--- src/design/cfae_pkg.sv ---
// Shared types and constants for the calendar field adjust block.
// No dependencies; imported by the controller, the datapath and the top level.
`timescale 1ns / 1ps

package cfae_pkg;

  // command codes carried in the cmd field
  typedef enum logic [2:0] {
    CMD_READ   = 3'd0,
    CMD_YEAR   = 3'd1,
    CMD_MONTH  = 3'd2,
    CMD_DAY    = 3'd3,
    CMD_HOUR   = 3'd4,
    CMD_MINUTE = 3'd5,
    CMD_SECOND = 3'd6,
    CMD_SET    = 3'd7
  } cfae_cmd_e;

  // controller sequence
  typedef enum logic [2:0] {
    ST_IDLE,
    ST_UPDATE,
    ST_DAYS,
    ST_SECS,
    ST_MULT,
    ST_LOAD
  } cfae_state_e;

  // strobes from the controller to the datapath
  typedef struct packed {
    logic capture;
    logic update;
    logic days;
    logic secs;
    logic mult;
    logic load;
  } cfae_ctrl_t;

  localparam int unsigned YearW   = 7;
  localparam int unsigned MonthW  = 4;
  localparam int unsigned DayW    = 5;
  localparam int unsigned HourW   = 5;
  localparam int unsigned MinuteW = 6;
  localparam int unsigned SecondW = 6;
  localparam int unsigned WdayW   = 3;
  localparam int unsigned SubW    = 8;
  localparam int unsigned SecsW   = 32;
  localparam int unsigned MillisW = 42;

endpackage

--- src/design/cfae_ctrl.sv ---
// Controller state machine for the calendar field adjust block.
// Depends on cfae_pkg; drives the datapath strobes and both handshakes.
`timescale 1ns / 1ps

module cfae_ctrl
  import cfae_pkg::*;
(
  input  logic       clk_i,
  input  logic       rst_ni,
  input  logic       in_valid_i,
  output logic       in_ready_o,
  output logic       out_valid_o,
  input  logic       out_ready_i,
  output cfae_ctrl_t ctrl_o
);

  cfae_state_e state_q, state_d;
  logic        out_valid_q, out_valid_d;
  logic        can_load;

  assign can_load = !out_valid_q || out_ready_i;

  always_comb begin
    state_d = state_q;
    unique case (state_q)
      ST_IDLE:   if (in_valid_i) state_d = ST_UPDATE;
      ST_UPDATE: state_d = ST_DAYS;
      ST_DAYS:   state_d = ST_SECS;
      ST_SECS:   state_d = ST_MULT;
      ST_MULT:   state_d = ST_LOAD;
      ST_LOAD:   if (can_load) state_d = ST_IDLE;
      default:   state_d = ST_IDLE;
    endcase
  end

  always_comb begin
    ctrl_o      = '0;
    in_ready_o  = 1'b0;
    out_valid_d = out_valid_q && !out_ready_i;
    unique case (state_q)
      ST_IDLE: begin
        in_ready_o     = 1'b1;
        ctrl_o.capture = in_valid_i;
      end
      ST_UPDATE: ctrl_o.update = 1'b1;
      ST_DAYS:   ctrl_o.days   = 1'b1;
      ST_SECS:   ctrl_o.secs   = 1'b1;
      ST_MULT:   ctrl_o.mult   = 1'b1;
      ST_LOAD: begin
        ctrl_o.load = can_load;
        if (can_load) out_valid_d = 1'b1;
      end
      default: ;
    endcase
  end

  always_ff @(posedge clk_i or negedge rst_ni) begin
    if (!rst_ni) begin
      state_q     <= ST_IDLE;
      out_valid_q <= 1'b0;
    end else begin
      state_q     <= state_d;
      out_valid_q <= out_valid_d;
    end
  end

  assign out_valid_o = out_valid_q;

endmodule

--- src/design/cfae_dp.sv ---
// Datapath for the calendar field adjust block: held calendar, field update,
// day count, epoch seconds and milliseconds. Depends on cfae_pkg.
`timescale 1ns / 1ps

module cfae_dp
  import cfae_pkg::*;
(
  input  logic               clk_i,
  input  logic               rst_ni,
  input  cfae_ctrl_t         ctrl_i,
  input  logic [2:0]         cmd_i,
  input  logic [7:0]         direction_i,
  input  logic [YearW-1:0]   new_year_i,
  input  logic [MonthW-1:0]  new_month_i,
  input  logic [DayW-1:0]    new_day_i,
  input  logic [HourW-1:0]   new_hour_i,
  input  logic [MinuteW-1:0] new_minute_i,
  input  logic [SecondW-1:0] new_second_i,
  input  logic [SubW-1:0]    raw_subsecond_i,
  output logic [YearW-1:0]   year_o,
  output logic [MonthW-1:0]  month_o,
  output logic [DayW-1:0]    day_o,
  output logic [HourW-1:0]   hour_o,
  output logic [MinuteW-1:0] minute_o,
  output logic [SecondW-1:0] second_o,
  output logic [WdayW-1:0]   weekday_o,
  output logic [SubW-1:0]    subsecond_o,
  output logic [SecsW-1:0]   unix_seconds_o,
  output logic [MillisW-1:0] unix_millis_o
);

  function automatic logic [4:0] month_len(input logic [6:0] y, input logic [3:0] m);
    logic [4:0] n;
    case (m) inside
      4'd2:                   n = (y[1:0] == 2'b00) ? 5'd29 : 5'd28;
      4'd4, 4'd6, 4'd9, 4'd11: n = 5'd30;
      default:                n = 5'd31;
    endcase
    return n;
  endfunction

  function automatic logic [8:0] days_before(input logic [3:0] m);
    logic [8:0] d;
    case (m)
      4'd2:    d = 9'd31;
      4'd3:    d = 9'd59;
      4'd4:    d = 9'd90;
      4'd5:    d = 9'd120;
      4'd6:    d = 9'd151;
      4'd7:    d = 9'd181;
      4'd8:    d = 9'd212;
      4'd9:    d = 9'd243;
      4'd10:   d = 9'd273;
      4'd11:   d = 9'd304;
      4'd12:   d = 9'd334;
      default: d = 9'd0;
    endcase
    return d;
  endfunction

  // out of range above gives the minimum, below gives the maximum
  function automatic logic [6:0] wrap_f(input logic signed [9:0] v,
                                        input logic signed [9:0] lo,
                                        input logic signed [9:0] hi);
    logic [9:0] r;
    if (v > hi)      r = lo;
    else if (v < lo) r = hi;
    else             r = v;
    return r[6:0];
  endfunction

  // captured command beat
  logic [2:0]         cmd_q;
  logic [9:0]         dir_q;
  logic [YearW-1:0]   nyear_q;
  logic [MonthW-1:0]  nmonth_q;
  logic [DayW-1:0]    nday_q;
  logic [HourW-1:0]   nhour_q;
  logic [MinuteW-1:0] nminute_q;
  logic [SecondW-1:0] nsecond_q;
  logic [SubW-1:0]    raw_q;

  // held calendar
  logic [YearW-1:0]   year_q, year_d;
  logic [MonthW-1:0]  month_q, month_d;
  logic [DayW-1:0]    day_q, day_d;
  logic [HourW-1:0]   hour_q, hour_d;
  logic [MinuteW-1:0] minute_q, minute_d;
  logic [SecondW-1:0] second_q, second_d;

  // epoch pipeline
  logic [15:0]        days_q, days_d;
  logic [16:0]        tod_q, tod_d;
  logic [9:0]         frac_q, frac_d;
  logic [SubW-1:0]    sub_q;
  logic [SecsW-1:0]   secs_q, secs_d;
  logic [WdayW-1:0]   wday_q, wday_d;
  logic [MillisW-1:0] millis_q, millis_d;

  always_ff @(posedge clk_i) begin
    if (ctrl_i.capture) begin
      cmd_q     <= cmd_i;
      dir_q     <= {{2{direction_i[7]}}, direction_i};
      nyear_q   <= new_year_i;
      nmonth_q  <= new_month_i;
      nday_q    <= new_day_i;
      nhour_q   <= new_hour_i;
      nminute_q <= new_minute_i;
      nsecond_q <= new_second_i;
      raw_q     <= raw_subsecond_i;
    end
  end

  always_comb begin
    logic [6:0]  y;
    logic [3:0]  m;
    logic [4:0]  d;
    logic [4:0]  len;
    year_d   = year_q;
    month_d  = month_q;
    day_d    = day_q;
    hour_d   = hour_q;
    minute_d = minute_q;
    second_d = second_q;
    y = '0;
    m = '0;
    d = '0;
    len = '0;
    unique case (cfae_cmd_e'(cmd_q))
      CMD_YEAR: begin
        y   = wrap_f($signed({3'b000, year_q}) + $signed(dir_q), 10'sd0, 10'sd99);
        len = month_len(y, month_q);
        year_d = y;
        if (day_q > len) begin
          day_d   = day_q - len;
          month_d = month_q + 4'd1;
        end
      end
      CMD_MONTH: begin
        m   = 4'(wrap_f($signed({6'b0, month_q}) + $signed(dir_q), 10'sd1, 10'sd12));
        len = month_len(year_q, m);
        month_d = m;
        if (day_q > len) day_d = len;
      end
      CMD_DAY: begin
        len   = month_len(year_q, month_q);
        day_d = 5'(wrap_f($signed({5'b0, day_q}) + $signed(dir_q), 10'sd1,
                          $signed({5'b0, len})));
      end
      CMD_HOUR:
        hour_d = 5'(wrap_f($signed({5'b0, hour_q}) + $signed(dir_q), 10'sd0, 10'sd23));
      CMD_MINUTE:
        minute_d = 6'(wrap_f($signed({4'b0, minute_q}) + $signed(dir_q), 10'sd0, 10'sd59));
      CMD_SECOND:
        second_d = 6'(wrap_f($signed({4'b0, second_q}) + $signed(dir_q), 10'sd0, 10'sd59));
      CMD_SET: begin
        y = (nyear_q > 7'd99) ? 7'd99 : nyear_q;
        m = (nmonth_q == 4'd0) ? 4'd1 : ((nmonth_q > 4'd12) ? 4'd12 : nmonth_q);
        d = (nday_q == 5'd0) ? 5'd1 : nday_q;
        len = month_len(y, m);
        year_d   = y;
        hour_d   = (nhour_q > 5'd23) ? 5'd23 : nhour_q;
        minute_d = (nminute_q > 6'd59) ? 6'd59 : nminute_q;
        second_d = (nsecond_q > 6'd59) ? 6'd59 : nsecond_q;
        if (d > len) begin
          day_d   = d - len;
          month_d = m + 4'd1;
        end else begin
          day_d   = d;
          month_d = m;
        end
      end
      default: ;
    endcase
  end

  always_ff @(posedge clk_i or negedge rst_ni) begin
    if (!rst_ni) begin
      year_q   <= '0;
      month_q  <= 4'd1;
      day_q    <= 5'd1;
      hour_q   <= '0;
      minute_q <= '0;
      second_q <= '0;
    end else if (ctrl_i.update) begin
      year_q   <= year_d;
      month_q  <= month_d;
      day_q    <= day_d;
      hour_q   <= hour_d;
      minute_q <= minute_d;
      second_q <= second_d;
    end
  end

  // day count from 1970-01-01, time of day, millisecond fraction
  always_comb begin
    logic [8:0]      yq4;
    logic [SubW-1:0] sub;
    logic [17:0]     sub_scaled;
    yq4 = {2'b00, year_q} + 9'd3;
    days_d = 16'd10957 + 16'(year_q) * 16'd365 + 16'(yq4[8:2])
           + 16'(days_before(month_q)) + 16'(day_q) - 16'd1;
    if (month_q > 4'd2 && year_q[1:0] == 2'b00) days_d = days_d + 16'd1;
    tod_d = 17'(hour_q) * 17'd3600 + 17'(minute_q) * 17'd60 + 17'(second_q);
    // invert at the counter width first so the upper bits stay clear
    sub        = ~raw_q;
    sub_scaled = 18'(sub) * 18'd1000;
    frac_d = sub_scaled[17:8];
  end

  // weekday: octal digit sums keep the value mod 7 since 8 is 1 mod 7
  always_comb begin
    logic [15:0] x;
    logic [5:0]  s1;
    logic [3:0]  s2;
    logic [3:0]  r;
    x  = days_q + 16'd3;
    s1 = 6'(x[2:0]) + 6'(x[5:3]) + 6'(x[8:6]) + 6'(x[11:9]) + 6'(x[14:12])
       + 6'(x[15]);
    s2 = 4'(s1[5:3]) + 4'(s1[2:0]);
    r  = (s2 >= 4'd7) ? s2 - 4'd7 : s2;
    wday_d = 3'(r) + 3'd1;
  end

  always_comb begin
    logic [32:0] prod;
    prod   = 33'(days_q) * 33'd86400 + 33'(tod_q);
    secs_d = prod[SecsW-1:0];
  end

  assign millis_d = MillisW'(secs_q) * MillisW'(1000) + MillisW'(frac_q);

  always_ff @(posedge clk_i) begin
    if (ctrl_i.days) begin
      days_q <= days_d;
      tod_q  <= tod_d;
      frac_q <= frac_d;
      sub_q  <= ~raw_q;
    end
    if (ctrl_i.secs) begin
      secs_q <= secs_d;
      wday_q <= wday_d;
    end
    if (ctrl_i.mult) millis_q <= millis_d;
    if (ctrl_i.load) begin
      year_o         <= year_q;
      month_o        <= month_q;
      day_o          <= day_q;
      hour_o         <= hour_q;
      minute_o       <= minute_q;
      second_o       <= second_q;
      weekday_o      <= wday_q;
      subsecond_o    <= sub_q;
      unix_seconds_o <= secs_q;
      unix_millis_o  <= millis_q;
    end
  end

endmodule

--- src/design/calendar_field_adjust_epoch.sv ---
// Calendar field adjust block with epoch output: top level.
// Depends on cfae_pkg, cfae_ctrl and cfae_dp.
//
// The block holds a date and time for the years 2000 to 2099 and applies one
// command per input beat: read, set all fields, or add a signed step to one
// field (out of range wraps to the field's minimum or maximum, days follow the
// month length with leap years). Each beat yields one output beat with the
// held fields, the Monday-based weekday, the up-counting sub-second and the
// UTC epoch time in seconds and milliseconds. One beat at a time is in work:
// after acceptance the controller steps through update, day count, seconds
// multiply and millisecond multiply, then loads the output register, and the
// input is ready again only once it is back in idle, so the next beat is
// accepted only after the last one is loaded. A result still waiting in the
// output register does not block the next acceptance; it only holds the load
// step of the following beat until it is taken.
`timescale 1ns / 1ps

module calendar_field_adjust_epoch
  import cfae_pkg::*;
(
  input  logic               clk_i,
  input  logic               rst_ni,
  input  logic               in_valid_i,
  output logic               in_ready_o,
  input  logic [2:0]         cmd_i,
  input  logic [7:0]         direction_i,
  input  logic [YearW-1:0]   new_year_i,
  input  logic [MonthW-1:0]  new_month_i,
  input  logic [DayW-1:0]    new_day_i,
  input  logic [HourW-1:0]   new_hour_i,
  input  logic [MinuteW-1:0] new_minute_i,
  input  logic [SecondW-1:0] new_second_i,
  input  logic [SubW-1:0]    raw_subsecond_i,
  output logic               out_valid_o,
  input  logic               out_ready_i,
  output logic [YearW-1:0]   year_o,
  output logic [MonthW-1:0]  month_o,
  output logic [DayW-1:0]    day_o,
  output logic [HourW-1:0]   hour_o,
  output logic [MinuteW-1:0] minute_o,
  output logic [SecondW-1:0] second_o,
  output logic [WdayW-1:0]   weekday_o,
  output logic [SubW-1:0]    subsecond_o,
  output logic [SecsW-1:0]   unix_seconds_o,
  output logic [MillisW-1:0] unix_millis_o
);

  // strobes that step the datapath through one beat
  cfae_ctrl_t ctrl;

  // sequence the beat and own both handshakes
  cfae_ctrl u_ctrl (
    .clk_i       (clk_i),
    .rst_ni      (rst_ni),
    .in_valid_i  (in_valid_i),
    .in_ready_o  (in_ready_o),
    .out_valid_o (out_valid_o),
    .out_ready_i (out_ready_i),
    .ctrl_o      (ctrl)
  );

  // hold the calendar, apply the command, compute the epoch fields
  cfae_dp u_dp (
    .clk_i           (clk_i),
    .rst_ni          (rst_ni),
    .ctrl_i          (ctrl),
    .cmd_i           (cmd_i),
    .direction_i     (direction_i),
    .new_year_i      (new_year_i),
    .new_month_i     (new_month_i),
    .new_day_i       (new_day_i),
    .new_hour_i      (new_hour_i),
    .new_minute_i    (new_minute_i),
    .new_second_i    (new_second_i),
    .raw_subsecond_i (raw_subsecond_i),
    .year_o          (year_o),
    .month_o         (month_o),
    .day_o           (day_o),
    .hour_o          (hour_o),
    .minute_o        (minute_o),
    .second_o        (second_o),
    .weekday_o       (weekday_o),
    .subsecond_o     (subsecond_o),
    .unix_seconds_o  (unix_seconds_o),
    .unix_millis_o   (unix_millis_o)
  );

endmodule

--- config.mk ---
export PLATFORM = sky130hd
export DESIGN_NAME = calendar_field_adjust_epoch
export DESIGN_NICKNAME = d
export VERILOG_FILES = /design/src/design/cfae_pkg.sv /design/src/design/cfae_ctrl.sv /design/src/design/cfae_dp.sv /design/src/design/calendar_field_adjust_epoch.sv
export SDC_FILE = /design/constraint.sdc
export NUM_CORES = 1
export LEC_CHECK = 0
export BUFFER_PORTS_ARGS = -buffer_cell sky130_fd_sc_hd__clkbuf_2
export CAP_MARGIN = 30
export CELL_PAD_IN_SITES_DETAIL_PLACEMENT = 1
export CELL_PAD_IN_SITES_GLOBAL_PLACEMENT = 1
export CORE_MARGIN = 2
export CORE_UTILIZATION = 51
export DETAILED_ROUTE_END_ITERATION = 12
export PLACE_DENSITY = 0.91
export SLEW_MARGIN = 30
export SYNTH_ARGS = -nofsm -noshare
export SYNTH_HDL_FRONTEND = slang
export SYNTH_SLANG_ARGS = --single-unit
export TNS_END_PERCENT = 50
--- constraint.sdc ---
create_clock -name clk_i -period 7.7 [get_ports clk_i]
set_input_delay 0.77 -clock clk_i [delete_from_list [all_inputs] [get_ports clk_i]]
set_output_delay 0.77 -clock clk_i [all_outputs]
set_load 0.005 [all_outputs]
### Word level (Yosys, flattened, before mapping)

Memory sizes are Yosys's and may differ from the RTL's.
Index checks and enable logic that the tools add are counted.

* register bits after elaboration: 335
* memories: 1
* bits in read-only memories: 144
* bits of input ports: 56
* output and inout bits: 120

Memory list
* (name not given): words 16, width 9, rd ports 1, clocked after memory_dff 0, wr ports 0, RTL line cfae_dp.sv:44 `case (m)`

* reductions and logical operators: 27
* $add $sub $neg: 30
* equal/unequal tests: 31
* $mul: 6
* muxes and demuxes: 60
* bitwise gates (word level): 1
* $lt $le $gt $ge: 22

Operators by type and width (number)
* $mux W5: 17
* $add A42 B10 Y42: 1
* $mul A32 B7 Y39 const B: 1
* $lt A9 B1 Y1 const B: 4
* $mux W6: 6
* $add A32 B17 Y32: 1
* $mux W4: 7
* $mux W7: 4
* $mul A16 B10 Y25 const B: 1
* $eq A4 B3 Y1 const B: 6
* $eq A4 B4 Y1 const B: 6
* $pmux W6 S2: 2
* $pmux W5 S4: 1
* $add A6 B3 Y6: 3
* $add A6 B8 Y9: 2
* $add A7 B8 Y9: 2
* $eq A3 B3 Y1 const B: 6
* $gt A9 B7 Y1 const B: 2
* $lt A9 B2 Y1 const B: 2
* $pmux W3 S6: 1
* $add A17 B12 Y17: 1
* $add A17 B6 Y17: 1
* $add A14 B16 Y16 const A: 1
* $add A16 B1 Y16 const B: 1
* other kinds (55): 98

### Depth between registers and ports, before layout

* word-level depth: 13
* gate-level depth with buffers: 25

### By module

From an unflattened synthesis, not the netlist that was laid out.

* cells, all modules: 2694
* area total of the unflattened synthesis: 29527.1 um2

By module, submodules not included
* cfae_dp: cells each 2668, area each 29283.1 um2, instances 1
* cfae_ctrl: cells each 26, area each 244.0 um2, instances 1

### Worst setup path before layout

Ideal clock, no wire load.

* path type: input to register
* from: in out_ready_i
* to: reg u_dp.day_o[0] (enable)
* setup slack: 1242 ps
* buffers on the path: 0
* stages on the path: 3
* arrival: 5861 ps
* cell sequence: nand2b_1 > nand2_1 > nor2_1

RTL lines
* start: declaration: RTL line calendar_field_adjust_epoch.sv:35 `input logic out_ready_i,`
* end signal: assignment: RTL line cfae_dp.sv:248 `day_o <= day_q;`
* end: declaration: RTL line cfae_dp.sv:22 `output logic [DayW-1:0] day_o,`

### Worst setup path in the final report

* from: reg u_dp.year_q[1]
* to: reg u_dp.days_q[15], data pin

* longest elaborated chain between the ends: 8
* elaborated cells between the ends (all ways): 11
* classes of those cells: add/sub (7); mul (1); mux (1); reduce/logical (2)

RTL lines
* start: declaration: RTL line cfae_dp.sv:84 `logic [YearW-1:0] year_q, year_d;`
* start signal: assignment: RTL line cfae_dp.sv:186 `year_q <= year_d;`
* $mul A7 B9 Y16: RTL line cfae_dp.sv:201 `days_d = 16'd10957 + 16'(year_q) * 16'd365 + 16'(yq4[8:2])`
* $add A14 B16 Y16: RTL line cfae_dp.sv:201
* $add A16 B7 Y16: RTL line cfae_dp.sv:201
* $add A16 B9 Y16: RTL line cfae_dp.sv:202 `+ 16'(days_before(month_q)) + 16'(day_q) - 16'd1;`
* $add A16 B5 Y16: RTL line cfae_dp.sv:202
* $sub A16 B1 Y16: RTL line cfae_dp.sv:202
* $add A16 B1 Y16: RTL line cfae_dp.sv:203 `if (month_q > 4'd2 && year_q[1:0] == 2'b00) days_d = days_d + 16'd1;`
* $mux W16 *: RTL line cfae_dp.sv:203
* via u_dp.days_d[15]: RTL line cfae_dp.sv:92 `logic [15:0] days_q, days_d;`
* end signal: assignment: RTL line cfae_dp.sv:235 `days_q <= days_d;`
* end: declaration: RTL line cfae_dp.sv:92

The timed path passes the listed nets; every way through them passes the cells marked *.
A chain may end at the register's enable or synchronous reset.

==> run summary <==
Worst-path clk slew: 0.06 ns
Routed vias: 21000
Number of synthesized flops with an enable pin: 298
Unrepaired setup endpoints after global routing: false
Post-CTS setup buffers: 0
Clock Path Buffers: 3
Achievable Freq: 0.146 GHz
Fraction of layout cells with a size suffix above 1: 9.74%
PostCTS Resize Cnt: 0
CP startpoint kind: flop
GRT Util Overall: 26.5%
Hold_ws: 0.213 ns
Final setup vio count: 0
Nets: 3571
CP Data Required Time: 8.00 ns
Max Slew Vio Count: 0
First-pass DRT Iterations: 5
Die ar.: 59600 um^2
P&R area growth vs syn: 10.6%
Die extent in y: 244 um
Final Skew: 0.0300 ns
Worst-Margin Slew: 0.850 ns
Number of stages on the worst setup path: 24
Fillers: 6158
Initial antenna violation count: 0
Core area: 57400 um^2
ANT cells: 0
Number of cells on the worst reg-to-reg path: 24
Final Cycle Share: 88.7%
Syn avg cell area: 10.9 um^2
Cell Area, Synth: 29400 um^2
Final hold vios: 0
Number of CTS-inserted buffers: 40
Most common cell after layout, fill and taps aside: inv_1
Buf+Inv Stages, Crit Path: 5
Tmin final: 6.83 ns
Vias in the first global route: 24100
DRC: 0
Chip Width: 244 um
First-pass GRT wire length: 126000 um
Largest net degree at the start of global routing: 64
Avg Vias per Cell: 5.71
Root Driver: clkbuf_16
Critical Path, Cell by Cell: inv_1, ha_1, a21o_1, nand2_1, xnor2_1, fa_1, ha_1, inv_1, fa_1, inv_1, fa_1, inv_1, fa_1, inv_1, ha_1, a21o_1, a21oi_1, o21ai_0, a2111oi_0, or3_1, o21ai_0, a21o_1, a21oi_1, xnor3_1
Crit path largest cell delay: 0.63 ns
Crit path kind: flop to flop
Outcome: complete, no violations
Total congestion overflow: 0
Max H-tree Level: 2
Crit path max fanout: 10
Most used cell along the critical path: inv_1
CP top delay family: adder cells
Clock Latency Late Sink: 0.59 ns
Relative slew slack: 43.4%
Row count: 88
CTS tree: done
Gpl congestion: 0.868
Initial Util: 51.2%
Seq cells post-synth: 335
Asr flop ratio synth: 11.0%
Post-Syn Instances: 2686
Post-Route WL: 78000 um
Max cap viols: 0
Layout Cells excl Fill: 3671
Clk sink count: 335
DR iter-0 viols: 1172
CTS Hold Buffers Added: 0
Placed Instances: 3598
Post-Route Utilization: 56.7%
Worst setup EP type: flop
Placed wire-length estimate: 61000 um
Final ANT Viol Nets: 0
DR WL/cell: 21.2 um
Most frequent cells in the layout: inv_1 (450), ha_1 (399), edfxtp_1 (298)
Most used DFF post-synth: edfxtp_1
Yosys warning total: 0
Slowest CP cell: dfrtp_1
Number of distinct library cells after synthesis: 83
Worst min path class: input port to async pin
Setup TNS Final: 0 ns
Syn nets: 3381
Fraction of the yosys area taken by sequential cells: 33.6%
Critical path arrival: 7.13 ns
Port bufs: 175
IO Count: 176
[kinds of logic (layout without fill, tap and decap cells)]
logic type      after synthesis  in the layout  share of synthesized area (%)
mux                          14             14                          0.536
fa+ha+maj                   639            639                           33.3
buf+inv                     485            705                           6.22
simple gates                516            516                           9.25
compound gates              486            486                           10.7
flops                       335            335                           33.6
xor+xnor                    211            211                           6.33
[routing by layer]
| layer | vias up | wire length, um | global-route usage (%) | share of wire, % |
|---|---|---|---|---|
| met3 | 202 | 2570 | 3.49 | 3.3 |
| met2 | 453 | 42900 | 52.0 | 55 |
| met4 | 0 | 3000 | 10.2 | 3.8 |
| met1 | 10600 | 29600 | 28.5 | 38 |
| met5 | - | 0 | 0 | 0 |
| li1 | 9668 | - | - | - |
[cells in the mapped netlist (all sizes together) (35+ instances only)]
master | count | area, um^2
a21o | 53 | 398
fa | 240 | 4800
inv | 450 | 1690
xor2 | 57 | 499
nand3 | 35 | 185
nor3 | 40 | 205
a21oi | 145 | 729
dfrtp | 35 | 876
edfxtp | 298 | 8950
xnor2 | 153 | 1340
ha | 399 | 4990
nor2 | 110 | 413
nand2 | 132 | 495
o21ai | 93 | 473
[final cells by class]
class | count | area, um^2 | area share [%]
multi-input combinational | 1866 | 17700 | 54.5
sequential | 335 | 9880 | 30.4
inverter | 451 | 1690 | 5.21
clock buffer | 53 | 1080 | 3.32
tap | 765 | 957 | 2.94
timing repair buffer | 182 | 951 | 2.92
clock inverter | 19 | 221 | 0.681
[through the flow]
stage	setup slack [ns]	area, um^2
floorplan	1.24	29400
global placement	1.08	31200
detailed placement	0.934	31200
CTS	0.856	32500
global route	0.459	32500
finish	0.870	32500
[worst register-to-register path, delay by kind of cell, from the launching register on]
kind / cells / cell delay [ns]
buffers and inverters: 5 / 0.45
AO/OA/AOI/OAI: 8 / 1.76
flip-flops: 1 / 0.63
XOR/XNOR: 2 / 0.54
adder cells (fa/ha/maj): 7 / 2.88
AND/OR/NAND/NOR: 2 / 0.28
[flip-flops by register name, summed over array words and instances, names as in the netlist, 7 cells and up]
signal,cells
u_dp.tod_q,17
u_dp.frac_q,10
u_dp.unix_millis_o,42
u_dp.raw_q,8
u_dp.sub_q,8
u_dp.millis_q,42
u_dp.year_o,7
u_dp.subsecond_o,8
u_dp.year_q,7
u_dp.days_q,16
u_dp.dir_q,8
u_dp.secs_q,32
u_dp.unix_seconds_o,32
u_dp.nyear_q,7
[path summary, 6_finish.rpt]
check | from | to | slack [ns]
worst max-delay path | u_dp.year_q[1] | u_dp.days_q[15] | 0.87
worst min-delay path | rst_ni | u_dp.year_q[0] | 0.21
worst max register to register | u_dp.year_q[1] | u_dp.days_q[15] | 0.87
worst min register to register | u_dp.tod_q[5] | u_dp.secs_q[5] | 0.42
max in group asynchronous | rst_ni | u_dp.hour_q[3] | 7.04
min in group clk_i | raw_subsecond_i[1] | u_dp.raw_q[1] | 0.35
Power is left out: the tool's default activity adds up to more than one toggle a clock period on the data nets, which glitch-free logic cannot reach.
